### src/rtl/dts_pkg.sv
// Shared constants and types for the delimited token scanner.
// Used by the top level; depends on nothing else.
`timescale 1ns / 1ps
`default_nettype none

package dts_pkg;

    localparam logic [7:0] CH_BACKSLASH = 8'd92;
    localparam logic [7:0] CH_ESC       = 8'd27;
    localparam logic [7:0] CH_CR        = 8'd13;
    localparam logic [7:0] CH_LF        = 8'd10;
    localparam logic [7:0] CH_SPACE     = 8'd32;
    localparam logic [7:0] CH_QUOTE     = 8'd34;
    localparam logic [7:0] CH_N         = 8'd110;
    localparam logic [7:0] CH_R         = 8'd114;
    localparam logic [7:0] CH_CARET     = 8'd94;

    localparam logic [7:0] DELIMITER_RESET = CH_SPACE;
    localparam logic       ESCAPES_RESET   = 1'b1;

    typedef enum logic [1:0] {
        CAUSE_DELIMITER = 2'd0,
        CAUSE_LINE_END  = 2'd1,
        CAUSE_SOURCE    = 2'd2
    } end_cause_t;

    typedef enum logic [0:0] {
        REG_DELIMITER = 1'b0,
        REG_ESCAPES   = 1'b1
    } reg_index_t;

    typedef struct packed {
        logic [7:0] out_byte;
        logic       has_byte;
        logic       token_last;
        end_cause_t end_cause;
    } result_t;

endpackage

`default_nettype wire

### src/rtl/delimited_token_scanner_top.sv
// Top level of the delimited token scanner: escape decoding, token end
// detection, output register and APB register file. Depends on dts_pkg.
`timescale 1ns / 1ps
`default_nettype none

//  Channel  Direction  Accepted when           Payload
//  s_       in         s_tvalid & s_tready     tdata in_byte, tuser source_end
//  m_       out        m_tvalid & m_tready     tdata out_byte, tuser has_byte/cause
//  APB      in         psel & penable & pwrite delimiter at 0, escapes at 4
//
// One item per cycle while the input is ready; each item is decoded in the cycle it is
// accepted and its result, if any, sits in the output register from the next cycle on.
// The input is ready whenever the output register is empty or being taken.
// Reset is synchronous and active low; it restores the register defaults and
// clears a pending escape.

module delimited_token_scanner_top
    import dts_pkg::*;
(
    input  wire        aclk,
    input  wire        aresetn,

    input  wire        s_tvalid,
    output logic       s_tready,
    input  wire  [7:0] s_tdata,   // [7:0] in_byte
    input  wire  [0:0] s_tuser,   // [0] source_end

    output logic       m_tvalid,
    input  wire        m_tready,
    output logic [7:0] m_tdata,   // [7:0] out_byte
    output logic       m_tlast,
    output logic [2:0] m_tuser,   // [0] has_byte, [2:1] end_cause

    input  wire        psel,
    input  wire        penable,
    input  wire        pwrite,
    input  wire  [2:0] paddr,
    input  wire  [31:0] pwdata,
    output logic [31:0] prdata,
    output logic       pready
);

    logic [7:0] delimiter_reg;
    logic       escapes_enabled_reg;
    logic       escape_pending_reg;
    logic       escape_pending_next;
    logic       m_valid_reg;
    result_t    result_reg;
    result_t    result_next;
    logic       result_hit;
    logic       in_accept;
    logic       cfg_write;
    reg_index_t cfg_index;

    logic [7:0] c;
    logic [7:0] plain_byte;
    logic [7:0] decoded;
    logic       decode_hit;
    logic       line_delim;
    logic       is_line;

    assign pready    = 1'b1;
    assign cfg_write = psel & penable & pwrite;
    assign cfg_index = reg_index_t'(paddr[2]);

    always_comb begin
        unique case (cfg_index)
            REG_DELIMITER: prdata = {24'd0, delimiter_reg};
            REG_ESCAPES:   prdata = {31'd0, escapes_enabled_reg};
            default:       prdata = 32'd0;
        endcase
    end

    assign s_tready  = ~m_valid_reg | m_tready;
    assign in_accept = s_tvalid & s_tready;

    assign c = s_tdata;

    always_comb begin
        decode_hit = 1'b1;
        case (c)
            CH_N:     decoded = CH_LF;
            CH_R:     decoded = CH_CR;
            CH_QUOTE: decoded = CH_QUOTE;
            CH_CARET: decoded = CH_ESC;
            default: begin
                decoded    = 8'd0;
                decode_hit = 1'b0;
            end
        endcase
    end

    assign line_delim = (delimiter_reg == CH_LF) || (delimiter_reg == CH_SPACE);
    assign is_line    = (c == CH_LF) || (c == CH_CR);
    assign plain_byte = c;

    always_comb begin
        result_next         = '{out_byte: 8'd0, has_byte: 1'b0, token_last: 1'b0,
                                end_cause: CAUSE_DELIMITER};
        result_hit          = 1'b0;
        escape_pending_next = escape_pending_reg;
        if (s_tuser[0]) begin
            escape_pending_next    = 1'b0;
            result_hit             = 1'b1;
            result_next.token_last = 1'b1;
            result_next.end_cause  = CAUSE_SOURCE;
        end else if (escape_pending_reg && decode_hit) begin
            escape_pending_next  = 1'b0;
            result_hit           = 1'b1;
            result_next.out_byte = decoded;
            result_next.has_byte = 1'b1;
        end else if (!escape_pending_reg && escapes_enabled_reg && c == CH_BACKSLASH) begin
            escape_pending_next = 1'b1;
        end else begin
            escape_pending_next = 1'b0;
            if (line_delim && is_line) begin
                result_hit             = 1'b1;
                result_next.token_last = 1'b1;
                result_next.end_cause  = CAUSE_LINE_END;
            end else if (c == delimiter_reg) begin
                result_hit             = 1'b1;
                result_next.token_last = 1'b1;
                result_next.end_cause  = CAUSE_DELIMITER;
            end else if (c >= CH_SPACE || is_line) begin
                result_hit           = 1'b1;
                result_next.out_byte = plain_byte;
                result_next.has_byte = 1'b1;
            end
        end
    end

    always_ff @(posedge aclk) begin
        if (!aresetn) begin
            delimiter_reg       <= DELIMITER_RESET;
            escapes_enabled_reg <= ESCAPES_RESET;
        end else if (cfg_write) begin
            unique case (cfg_index)
                REG_DELIMITER: delimiter_reg       <= pwdata[7:0];
                REG_ESCAPES:   escapes_enabled_reg <= pwdata[0];
                default:       ;
            endcase
        end
    end

    always_ff @(posedge aclk) begin
        if (!aresetn) begin
            escape_pending_reg <= 1'b0;
            m_valid_reg        <= 1'b0;
        end else begin
            if (in_accept) begin
                escape_pending_reg <= escape_pending_next;
                m_valid_reg        <= result_hit;
            end else if (m_tready) begin
                m_valid_reg <= 1'b0;
            end
        end
    end

    always_ff @(posedge aclk) begin
        if (in_accept && result_hit) begin
            result_reg <= result_next;
        end
    end

    assign m_tvalid = m_valid_reg;
    assign m_tdata  = result_reg.out_byte;
    assign m_tlast  = result_reg.token_last;
    assign m_tuser  = {result_reg.end_cause, result_reg.has_byte};

endmodule

`default_nettype wire

### config.mk
export PLATFORM = sky130hd
export DESIGN_NAME = delimited_token_scanner_top
export DESIGN_NICKNAME = d
export VERILOG_FILES = /design/src/rtl/dts_pkg.sv /design/src/rtl/delimited_token_scanner_top.sv
export SDC_FILE = /design/constraint.sdc
export NUM_CORES = 1
export LEC_CHECK = 0
export ABC_CLOCK_PERIOD_IN_PS = 2500
export BUFFER_PORTS_ARGS = -buffer_cell sky130_fd_sc_hd__buf_4
export CAP_MARGIN = 25
export CELL_PAD_IN_SITES_DETAIL_PLACEMENT = 2
export CELL_PAD_IN_SITES_GLOBAL_PLACEMENT = 2
export CORE_ASPECT_RATIO = 1.5
export CORE_MARGIN = 8
export CORE_UTILIZATION = 22
export DETAILED_ROUTE_END_ITERATION = 8
export PLACE_DENSITY = 0.77
export SYNTH_ARGS = -nofsm -noshare
export SYNTH_HDL_FRONTEND = slang
export SYNTH_SLANG_ARGS = --single-unit
### constraint.sdc
create_clock -name aclk -period 2.5 [get_ports aclk]
set_input_delay 0.5 -clock aclk [delete_from_list [all_inputs] [get_ports aclk]]
set_output_delay 0.5 -clock aclk [all_outputs]
set_load 0.05 [all_outputs]
==> out/qor.yml, run 1 <==
post-route-util_pct: 27.5
p_leak_nw: 0.840
clock.fmax_mhz: 503
worst-path-max-fanout: 12
cts_setup_buffers: 0
synth-seq-cells: 23
drtIter0Drc: 66
grt_pass1_wl_mm: 7.72
worst_path_dominant_cell_family: "simple AND/OR/NAND/NOR gates"
mappedNetlistArea_um2: 1550
gr-total-overflow: 0
fin_worst_skew_ns: 0.00287
final_nets: 265
area_delta_synth_final_pct: 22.1
ys_seq_area_share_pct: 37.6
core_area_um2: 6850
num_rows: 37
yosys.area_share.simple_pct: 27.7
ios: 98
clock_path_buffers: 2
fin_crit_ns: 1.99
grt_max_degree: 14
final_max_slew_viol_count: 0
power_density_nw_per_um2: 511
fp.dieH_um: 119
worstSetupPathType: "input pin to flip-flop"
critPathSlowestCell: "o311a_2"
layout_common_cells: "buf_4, nand2_1, conb_1, edfxtp_1, dfxtp_1"
clk_pin_slew_worst_paths_ns: 0.08
status: "finished, final reports clean"
n_fill_cell: 805
worst_slew_pin_slew_ns: 0.641
yosysWarningCount: 0
synthMuxAreaShare_pct: 1.38
crit_arrival_ns: 1.98
drtPass1Iterations: 4
min_period_over_period_pct: 79.5
drive_gt1_share_pct: 30.5
min_path_type: "input pin to flip-flop"
clk_latency_ns: 0.27
syn_avg_cell_area_um2: 8.98
layout_commonest_cell: "buf_4"
required_ns: 2.50
port_buffers: 46
cts.sinks: 23
crit_path_end_kind: "flip-flop"
wirelength_mm: 4.67
slowest_delay_ns: 0.53
start_kind: "input pin"
cts_resized: 0
slew_headroom_pct: 56.9
cts_tree: "done"
cts_root_buf: "clkbuf_8"
setup_viol: 0
grt_pass1_vias: 1495
cts_hold_buf: 0
cts_inserted_buffers: 3
num_vias: 1272
rsz0062_at_grt: "false"
tns_ns: 0
synth_cell_types: 46
htreeDepth: 1
hpwl_mm: 3.84
dieArea_um2: 10000
antenna_found_initial: 0
vias_per_cell: 4.37
vdd_ir_drop_max_mv: 0.166
path_cells: "buf_4 -> or4b_4 -> nor3_4 -> a21oi_2 -> o311a_2"
grt_use_total_pct: 9.57
synth_top_family_by_area: "simple AND/OR/NAND/NOR gates"
wl_per_cell_um: 16.1
hold_violations: 0
synth-adder-area-share_pct: 0
initial_utilization_pct: 22.6
path_buf_inv: 1
die_w_um: 84.4
yosys.area_share.xor_xnor_pct: 5.10
synth-compound-area-share_pct: 11.7
gp_congestion: 0.813
drc: 0
antenna_cells: 0
max-cap-violations: 0
syn_inst: 172
ant_nets: 0
-- worst reg2reg max path, stage by stage, from the launching register on --
cell	delay [ns]
dfxtp_1	0.34
or4b_4	0.55
nor3_4	0.18
a21oi_2	0.11
o311a_2	0.53
-- power by group --
| group | leakage, nW | switching [W] | internal [W] |
|---|---|---|---|
| sequential | 0.208 | 0.00000850 | 0.000417 |
| combinational | 0.607 | 0.000218 | 0.0000788 |
| clock | 0.0255 | 0.000129 | 0.000112 |
-- cell type report --
cell class	count	area, µm²	area share [%]
clock buffer	3	41.3	2.19
clock inverter	1	5.00	0.265
inverter	2	7.51	0.398
multi-input combinational	137	802	42.5
sequential	23	581	30.8
tap	78	97.6	5.17
timing repair buffer	47	353	18.7
-- synthesized netlist by cell type, drive strengths merged --
library cell,number,area (µm²)
nand2,34,128
o22ai,4,25.0
xnor2,1,8.76
nor2b,7,43.8
or2b,2,16.3
mux2i,1,10.0
or4,1,11.3
edfxtp,12,360
a21oi,4,23.8
o31ai,1,7.51
nor3,4,31.3
or2,1,6.26
o21a,1,7.51
inv,2,7.51
or3b,1,11.3
nor3b,1,7.51
mux2,1,11.3
and3b,2,18.8
conb,2,7.51
a221oi,1,8.76
nor4,4,25.0
or4b,1,13.8
nand3,5,25.0
nand4b,2,32.5
and2,1,6.26
buf,30,230
nand4,1,6.26
a31o,1,8.76
o311a,2,21.3
and2b,1,8.76
xor2,8,70.1
a21boi,7,52.6
nor2,6,22.5
clkbuf,3,11.3
nand2b,1,13.8
dfxtp,11,220
o21ai,5,25.0
-- logic make-up after synthesis --
group,after synthesis
buf+inv,35
compound gates,26
flops,23
mux,2
other cells,2
simple gates,75
xor+xnor,9
-- final timing paths --
path                                        end  depth (start not counted)  slack [ns]                       startpoint
setup / recovery       m_tdata[0]$_SDFFCE_PP0P_                          5        0.51                       s_tdata[0]
hold / removal    delimiter_reg[5]$_SDFFE_PN1P_                          3        0.44                        pwdata[5]
setup reg to reg       m_tdata[0]$_SDFFCE_PP0P_                          4        0.53  escape_pending_reg$_SDFFE_PN0P_
hold reg to reg   delimiter_reg[6]$_SDFFE_PN0P_                          2        0.51    delimiter_reg[6]$_SDFFE_PN0P_
-- per-layer routing --
layer  routed length [µm]  vias to the layer above  GRT usage (%)  part of all wire, %
li1                     -                      622              -                    -
met1                 1720                      597           9.32                   37
met3                  243                        4           2.43                  5.2
met5                    0                        -              0                    0
met4                   40                        0           2.69                 0.86
met2                 2670                       49           19.0                   57
-- stage by stage --
step	power, W	instances	worst slack, ns	hold slack (ns)	cell area, µm²
after floorplan	0.000683	195	0.480	0.453	1630
after global placement	0.000727	287	0.235	0.494	1840
after detailed placement	0.000733	287	0.213	0.506	1840
after CTS	0.000976	291	0.509	0.432	1890
after global routing	0.00101	291	0.447	0.464	1890
final	0.000964	291	0.513	0.435	1890
Power figures use the tool's default switching activity.
==> run 2, diff against run 1 <==
ABC_CLOCK_PERIOD_IN_PS = 1700   (was 2500)
CORE_UTILIZATION = 20   (was 22)
PLACE_DENSITY = 0.74   (was 0.77)
clock period = 1.7 ns   (was 2.5 ns; I/O delays follow)
==> out/qor.yml, run 2 (same netlist as run 1, synthesis figures left out) <==
wl_per_cell_um: 16.0
initial_utilization_pct: 20.4
vias_per_cell: 4.22
dp_cells: 336
crit_cells: 4
fin_cells: 341
reg2reg_to: "m_tdata[1]$_SDFFCE_PP0P_"
path_buf_inv: 0
num_vias: 1439
crit_path_end_kind: "flip-flop"
slowest_delay_ns: 0.55
setup_viol: 23
fin_crit_ns: 1.91
drtPass1Iterations: 4
reg2reg_from: "escape_pending_reg$_SDFFE_PN0P_"
setup_slack_ns: -0.208
port_buffers: 46
antenna_found_initial: 0
ant_nets: 0
cp-endpoint: "m_tdata[1]$_SDFFCE_PP0P_"
rsz0062_at_grt: "true"
reg2reg_depth: 4
path_cells: "or4b_4 -> nor3_4 -> a21oi_4 -> o311a_4"
worst-path-max-fanout: 6
power_density_nw_per_um2: 715
status: "complete, but fails checks"
pre_cts_ws_ns: -0.308
layout_commonest_cell: "buf_4"
required_ns: 1.71
fin_worst_skew_ns: 0.00463
num_rows: 39
cts_root_buf: "clkbuf_16"
vdd_ir_drop_max_mv: 0.331
n_fill_cell: 856
grt_pass1_vias: 1677
start_kind: "flip-flop"
htreeDepth: 1
layout_common_cells: "buf_4, nand2_1, conb_1, edfxtp_1, dfxtp_1"
min_path_type: "input pin to flip-flop"
dieArea_um2: 10900
hpwl_mm: 4.39
wirelength_mm: 5.45
final_area_um2: 2290
ios: 98
clock_path_buffers: 2
grt_pass1_wl_mm: 8.45
tns_ns: -4.01
fp.dieH_um: 124
multi_input_area_um2: 942
final_max_slew_viol_count: 0
worst_path_dominant_cell_family: "simple AND/OR/NAND/NOR gates"
grt_max_degree: 13
core_area_um2: 7560
antenna_cells: 0
die_w_um: 87.8
final_nets: 291
drc: 0
gr-total-overflow: 0
grt_use_total_pct: 10.1
seqCellArea_um2: 584
hold_violations: 0
clk_latency_ns: 0.25
worstHoldStart: "pwdata[5]"
min_period_over_period_pct: 112
drive_gt1_share_pct: 44.4
drtIter0Drc: 37
violations: "setup timing"
clock.fmax_mhz: 524
clk_pin_slew_worst_paths_ns: 0.06
post-route-util_pct: 30.3
worstSetupPathType: "flip-flop to flip-flop"
cts_inserted_buffers: 3
gp_congestion: 0.775
p_leak_nw: 1.02
startpoint: "escape_pending_reg$_SDFFE_PN0P_"
r2r_slack_ns: -0.21
cts_tree: "done"
crit_arrival_ns: 1.92
critPathSlowestCell: "or4b_4"
cts.sinks: 23
max-cap-violations: 0
place_area_um2: 2090
area_delta_synth_final_pct: 48.1
[run 2: worst min-delay path by stage]
stage | endpoint | slack, ns | cells past startpoint
finish | delimiter_reg[5]$_SDFFE_PN1P_ | 0.31 | 3
global route | delimiter_reg[5]$_SDFFE_PN1P_ | 0.31 | 3
CTS | delimiter_reg[5]$_SDFFE_PN1P_ | 0.31 | 3
detailed placement | delimiter_reg[5]$_SDFFE_PN1P_ | 0.54 | 2
global placement | delimiter_reg[3]$_SDFFE_PN0P_ | 0.52 | 2
floorplan | m_tuser[2]$_SDFFCE_PP1P_ | 0.44 | 0
[run 2: area by class of cell]
cell class / instances / area share, %
Sequential cell: 23 / 25.5
Clock buffer: 4 / 3.44
Timing Repair Buffer: 72 / 23.9
Tap cell: 102 / 5.58
Multi-Input combinational cell: 138 / 41.2
Inverter: 2 / 0.328
[run 2: worst reg2reg max path: stages, from the launching register on]
cell,delay (ns)
dfxtp_2,0.33
or4b_4,0.55
nor3_4,0.27
a21oi_4,0.09
o311a_4,0.42
[run 2: report_power, final]
part	switching [W]	leakage [nW]	total (W)	internal, W
Sequential	0.0000115	0.209	0.000626	0.000615
Clock	0.000192	0.0382	0.000512	0.000320
Combinational	0.000349	0.771	0.000498	0.000149
[run 2: repair_timing]
item	4_1_cts	5_1_grt
setup buffers	2	0
gates resized for setup	9	12
pin swaps	3	4
hold buffers	0	0
setup endpoints to repair	23	24
cloned	1	0
[run 2: layer usage]
layer	wire [µm]	track usage, %	vias to the layer above
li1	-	-	679
met1	1970	9.54	697
met2	3120	20.7	55
met3	264	2.05	8
met4	96	2.81	0
met5	0	0	-
[run 2: through the flow]
step	hold slack, ns	power (W)
after global routing	0.309	0.00170
after floorplan	0.439	0.00101
after detailed placement	0.536	0.00112
after global placement	0.516	0.00110
after CTS	0.307	0.00164
final	0.305	0.00164
